File: src/sv/lookahead_halfwave_peak_limiter_defines.svh
// assertion helpers for the limiter
`ifndef LOOKAHEAD_HALFWAVE_PEAK_LIMITER_DEFINES_SVH
`define LOOKAHEAD_HALFWAVE_PEAK_LIMITER_DEFINES_SVH

// checked while out of reset
`define LHPL_ASSERT(lbl, prop, msg) \
  lbl: assert property (@(posedge clk_i) disable iff (!rst_ni) prop) else $error(msg);

// checked at every edge
`define LHPL_ASSERT_ALWAYS(lbl, prop, msg) \
  lbl: assert property (@(posedge clk_i) prop) else $error(msg);

`endif

File: src/sv/lhpl_pkg.sv
`default_nettype none
package lhpl_pkg;

  localparam int BLOCK_SIZE_DEF  = 256;
  localparam int SAMPLE_BITS_DEF = 24;

  localparam int THR_W = 23;
  localparam int ENV_W = 23;
  localparam int EXT_W = 34;

  localparam int EPS_Q    = 419;
  localparam int MAKEUP_Q = 4185915;
  localparam int ENV_MAX  = 8388607;
  localparam logic [THR_W-1:0] ONE_Q = 23'd4194304;

  localparam int CFG_IDX_W = 2;
  localparam logic [CFG_IDX_W-1:0] CFG_THRESHOLD = 2'd0;
  localparam logic [CFG_IDX_W-1:0] CFG_BYPASS    = 2'd1;
  localparam logic [CFG_IDX_W-1:0] CFG_MAKEUP    = 2'd2;

  typedef enum logic [2:0] {
    ST_IDLE,
    ST_LOAD,
    ST_DIV1,
    ST_MKMUL,
    ST_MKCHK,
    ST_DIV2,
    ST_FIN,
    ST_SCAN
  } lhpl_state_e;

  typedef enum logic [2:0] {
    SC_IDLE,
    SC_FRD,
    SC_FWR,
    SC_BRD,
    SC_BWR
  } scan_state_e;

  typedef struct packed {
    logic start;
    logic first;
  } scan_req_t;

  typedef struct packed {
    logic busy;
    logic done;
  } scan_rsp_t;

endpackage
`default_nettype wire

File: src/sv/lhpl_div.sv
`default_nettype none
module lhpl_div import lhpl_pkg::*; #(
  parameter int DW = THR_W,
  parameter int QW = SAMPLE_BITS_DEF,
  parameter int NW = DW + QW
) (
  input  logic          clk_i,
  input  logic          rst_ni,
  input  logic          start_i,
  input  logic [NW-1:0] num_i,
  input  logic [DW-1:0] den_i,
  output logic          done_o,
  output logic [QW-1:0] quot_o
);
  localparam int CW = $clog2(QW + 1);
  localparam logic [CW-1:0] CNT_LAST = CW'(QW - 1);

  logic          busy_q, busy_d;
  logic          done_q, done_d;
  logic [CW-1:0] cnt_q, cnt_d;
  logic [DW-1:0] rem_q, rem_d;
  logic [QW-1:0] sh_q, sh_d;
  logic [DW-1:0] den_q, den_d;
  logic [DW:0]   trial;
  logic [DW:0]   diff;
  logic          ge;

  always_comb begin
    trial  = {rem_q, sh_q[QW-1]};
    diff   = trial - {1'b0, den_q};
    ge     = trial >= {1'b0, den_q};
    busy_d = busy_q;
    done_d = 1'b0;
    cnt_d  = cnt_q;
    rem_d  = rem_q;
    sh_d   = sh_q;
    den_d  = den_q;
    if (start_i) begin
      busy_d = 1'b1;
      cnt_d  = '0;
      rem_d  = num_i[NW-1:QW];
      sh_d   = num_i[QW-1:0];
      den_d  = den_i;
    end else if (busy_q) begin
      rem_d = ge ? diff[DW-1:0] : trial[DW-1:0];
      sh_d  = {sh_q[QW-2:0], ge};
      cnt_d = cnt_q + 1'b1;
      if (cnt_q == CNT_LAST) begin
        busy_d = 1'b0;
        done_d = 1'b1;
      end
    end
  end

  always_ff @(posedge clk_i or negedge rst_ni) begin
    if (!rst_ni) begin
      busy_q <= 1'b0;
      done_q <= 1'b0;
      cnt_q  <= '0;
    end else begin
      busy_q <= busy_d;
      done_q <= done_d;
      cnt_q  <= cnt_d;
    end
  end

  always_ff @(posedge clk_i) begin
    rem_q <= rem_d;
    sh_q  <= sh_d;
    den_q <= den_d;
  end

  assign done_o = done_q;
  assign quot_o = sh_q;
endmodule
`default_nettype wire

File: config.mk
export PLATFORM = sky130hd
export DESIGN_NAME = lhpl_div
export DESIGN_NICKNAME = d
export VERILOG_FILES = /design/src/sv/lookahead_halfwave_peak_limiter_defines.svh /design/src/sv/lhpl_pkg.sv /design/src/sv/lhpl_div.sv
export SDC_FILE = /design/constraint.sdc
export NUM_CORES = 1
export LEC_CHECK = 0
export ABC_AREA = 1
export BUFFER_PORTS_ARGS = -buffer_cell sky130_fd_sc_hd__clkbuf_2
export CAP_MARGIN = 20
export CORE_MARGIN = 8
export CORE_UTILIZATION = 55
export DETAILED_ROUTE_END_ITERATION = 7
export GPL_ROUTABILITY_DRIVEN = 0
export PLACE_DENSITY = 0.8
export RECOVER_POWER = 100
export REMOVE_ABC_BUFFERS = 1
export SETUP_SLACK_MARGIN = 0.2
export SYNTH_ARGS = -nofsm -noshare
export SYNTH_HDL_FRONTEND = slang
export SYNTH_SLANG_ARGS = --single-unit
export TNS_END_PERCENT = 1
File: constraint.sdc
create_clock -name clk_i -period 2.34 [get_ports clk_i]
set_input_delay 0.117 -clock clk_i [delete_from_list [all_inputs] [get_ports clk_i]]
set_output_delay 0.117 -clock clk_i [all_outputs]
set_load 0.02 [all_outputs]
# Word-level counts from Yosys, hierarchy flattened
# Index checks and enable logic that the tools add are counted.
# word_totals
ff_bits	77
input_bits	73
output_inout_bits	25
wordCells	24
# op_classes
add_sub_neg	2
n_lt_le_gt_ge	1
n_eq_ne	1
muxes	13
n_reduce_logical	1
# op_table
operator	n
$mux 23	3
$mux 24	2
$ge 24x23->1	1
$sub 23x23->23	1
$mux 5	2
$mux 1	6
$add 5x1->5 const B	1
$eq 5x5->1 const B	1
$reduce_bool 2->1	1

# Depth between registers and ports, before layout
# logic_depth
depth_word	4
depth_mapped	15
mapped_depth_nobuf	15

# Least setup slack after synthesis
# No wires, ideal clock.
# synth_timing
path_kind	register to register
start	reg sh_q[23], in the netlist quot_o[23]
end	reg rem_q[21], data pin
setup_time_ns	0.252
arrival_time_ns	2.055
t_required_ns	2.088
setup_slack_ns	0.032
stages_incl_launch_ff	15
path_buffers	1
period_less_slack_ns	2.308
cell_sequence	edfxtp_1 -> inv_1 -> ha_1 -> fa_1 -> inv_1 -> nand2_1 -> nand2_1 -> nand3_1 -> nand2_1 -> nand2_2 -> nand4_4 -> buf_6 -> nand3_1 -> nand2_1 -> nand2_1
# synth_via
elab_chain_len	4
elab_cells_between_ends	5
cone_classes	1 x add/sub; 1 x order compare; 3 x mux
# synth_rtl
element	line	rtl
start: declaration	lhpl_div.sv:22	logic [QW-1:0] sh_q, sh_d;
start signal: assignment	lhpl_div.sv:69	sh_q <= sh_d;
$sub 23x23->23 / $ge 24x23->1 (equally long branches)	lhpl_div.sv:30, lhpl_div.sv:31	
$mux 23 (*)	lhpl_div.sv:45	rem_d = ge ? diff[DW-1:0] : trial[DW-1:0];
$mux 23 (*)	lhpl_div.sv:44	end else if (busy_q) begin
$mux 23 (*)	lhpl_div.sv:38	if (start_i) begin
named net rem_d[21]	lhpl_div.sv:21	logic [DW-1:0] rem_q, rem_d;
end signal: assignment	lhpl_div.sv:68	rem_q <= rem_d;
end: declaration	lhpl_div.sv:21	
# Mark *: on every way through the listed nets, which the timed path passes. The rest lies on a longest branch. The select of a mux whose other input is x is not followed.
# A chain may end at the register's enable or synchronous reset.

# Worst setup path after layout
# layout_timing
start	reg rem_q[4]
end	reg rem_q[18], data pin
# layout_via
elab_chain_len	4
elab_cells_between_ends	5
cone_classes	1 x add/sub; 1 x order compare; 3 x mux
# layout_rtl
element	line
$sub 23x23->23 / $ge 24x23->1 (equally long branches)	lhpl_div.sv:30, lhpl_div.sv:31
$mux 23 (*)	lhpl_div.sv:45
$mux 23 (*)	lhpl_div.sv:44
$mux 23 (*)	lhpl_div.sv:38
named net rem_d[18]	lhpl_div.sv:21
# Marked as above.

==> impl_metrics.ini <==
[floorplan]
dieHeight_um = 111
start_util_pct = 55.6
die_x_um = 111
pin_count = 98
dieArea_um2 = 12400
rows = 35
core-area_um2 = 9020

[cts]
cts_buffers = 9
htree_levels = 3
cts_tree = yes
clock-root-buffer = clkbuf_8
clk_latency_ns = 0.36
clock_sinks = 77
clock_path_buffers = 2
clkTransAtPathRegs_ns = 0.09

[final_layout]
final_layout_size_suffix_gt1_share_pct = 27.7
antenna_cells = 0
final_cells = 931
syn_to_final_growth_pct = 33.3
fin_area_um2 = 6680
fin_nets = 913
fill_cells = 640

[route]
drt_iter0_markers = 342
ant_nets = 0
vias = 4877
drc = 0
wl_per_cell_um = 14.7
routed_wl_mm = 13.7
firstDrtPassIters = 5
via_per_inst = 5.24

[yosys]
synth.area.top_cells = edfxtp_1, nand2_1, inv_1, ha_1, nor2_1
syn_inst = 666
synth-seq-cells = 77
syn_area_um2 = 5010
synth.most_common_cell = nand2_1
async_flop_share_pct = 9.09
synth_top_cell_area_share_pct = 41.9
dominantRegCellSynth = edfxtp_1
synth_edf_count = 70
synthTopCellsByCount = nand2_1, inv_1, edfxtp_1, nor2_1, nand3_1
avgSynthCellArea_um2 = 7.53
ys_seq_area_share_pct = 45.4
synth.distinct_cells = 28
yosys_warnings = 0
synth_top_area_cell = edfxtp_1

[min_path]
min-delay-path-class = input pin to flop
min-delay-start = num_i[2]

[timing]
timing.final.crit_share_pct = 99.2
finalCriticalPeriod_ns = 2.32
rsz0062_at_grt = yes
slew-limit-headroom_pct = 45.8
hold_viol = 0
setup_tns_ns = 0
finalSetupViolations = 0
tightest_slew_ns = 0.813
final_max_slew_viol_count = 0
fmax_mhz = 431
final.setup_skew_ns = 0.00946
timing.hold.ws_ns = 0.0245

[grt]
first_global_vias = 4665
grt_pass1_wl_mm = 20.9
antenna_found_initial = 0
grt_max_degree = 80
grt_usage_pct = 19.9
overflow = 0

[placed_design]
placed_cells = 870
io_buffers = 97
hpwl_mm = 9.01
place_area_um2 = 5630

[setup_path]
worstPathArrival_ns = 2.44
setup.worst_path.class = flop to flop
cp-start-kind = flop
critPathMaxFanout = 8
cp.required_ns = 2.46
r2r-start = rem_q[4]
startpoint = rem_q[4]
rrSetupSlack_ns = 0.02
endpoint_kind = flop

[pwr]
p_total_uw = 7700
powerDensity_nw_per_um2 = 1150
max-vdd-ir-drop_uv = 607
power.leakage_uw = 0.00338

[job]
maxCapViolations = 0

[outcome]
status = complete, no violations
-- path summary, 6_finish.rpt --
| path | to | cells after the start |
|---|---|---|
| max in group asynchronous | cnt_q[4] | 2 |
| worst max register to register | rem_q[18] | 14 |
| min in group asynchronous | cnt_q[3] | 2 |
| worst max-delay path | rem_q[18] | 14 |
| worst min register to register | cnt_q[3] | 1 |
| worst min-delay path | quot_o[2] | 3 |
-- registers in the layout, indices dropped and copies added (netlist names) --
signal / cells
busy_q: 1
den_q: 23
quot_o: 24
rem_q: 23
cnt_q: 5
done_o: 1
-- routing by layer --
| layer | GRT usage, % | vias up | part of all wire (%) |
|---|---|---|---|
| li1 | - | 2389 | - |
| met4 | 7.91 | 0 | 2.8 |
| met1 | 23.9 | 2208 | 41 |
| met2 | 33.5 | 238 | 49 |
| met5 | 0 | - | 0 |
| met3 | 4.62 | 42 | 7.2 |
-- area by class of cell --
| cell class | count | area, µm² | area share [%] |
|---|---|---|---|
| clock buffers | 10 | 128 | 1.91 |
| clock inverters | 6 | 93.8 | 1.40 |
| inverters | 98 | 368 | 5.51 |
| multi-input cells | 477 | 2690 | 40.2 |
| flip-flops and latches | 77 | 2280 | 34.1 |
| well taps | 111 | 139 | 2.08 |
| repair buffers | 152 | 991 | 14.8 |
-- cells in the final DEF (no fill, tap or decap), drive strengths merged --
cell / n
nand2: 293
clkbuf: 107
inv: 100
edfxtp: 70
nor2: 60
nand3: 32
buf: 31
dlygate4sd3: 24
ha: 24
a21oi: 19
o21ai: 17
xnor2: 8
dfrtp: 7
nand4: 6
nor3: 4
nand3b: 3
nor4: 3
o21bai: 3
xor2: 3
bufinv: 2
and2: 1
fa: 1
clkinvlp: 1
clkinv: 1
-- stage by stage --
stage | utilization, % | setup slack (ns)
after CTS | 69.2 | 0.0882
final | 74.1 | 0.0193
after global placement | 62.4 | 0.119
after global routing | 74.1 | -0.129
after detailed placement | 62.4 | -0.00391
after floorplan | - | -0.108
-- logic make-up after synthesis --
kind of cell | count (synthesis) | synth area share, %
DFF | 77 | 45.4
xor gates and xnor gates | 11 | 1.92
adders and majority gates | 25 | 6.39
and+or+nand+nor | 402 | 33.2
buffers and inverters | 112 | 9.06
AOI/OAI and AO/OA | 39 | 4.04
-- power breakdown --
| part | internal, µW | leakage [µW] | switching [µW] |
|---|---|---|---|
| combinational | 1890 | 0.00244 | 2550 |
| clock | 611 | 0.000107 | 530 |
| sequential | 1860 | 0.000827 | 255 |
-- timing repair --
| item | in CTS | in global routing |
|---|---|---|
| pin swaps | 1 | 32 |
| cloned | 2 | 1 |
| hold buffers | 24 | 0 |
| endpoints found under the hold margin | 30 | 0 |
| resized for setup | 20 | 58 |
| buffers inserted | 1 | 17 |
| endpoints found under the setup margin | 23 | 24 |
-- worst max-delay path, cell delays in order, from the launching register on --
cell and delay (ns):
edfxtp_1 0.46, ha_4 0.29, nand2_1 0.07, nand2_1 0.08, nand2_1 0.08, nand2_1 0.10, inv_1 0.09, nand2_2 0.08
nand2_4 0.08, nand4_4 0.23, buf_6 0.23, nor2_2 0.09, nor2_2 0.04, nand2_1 0.09, nand2_1 0.06
(Power assumes the default switching activity.)
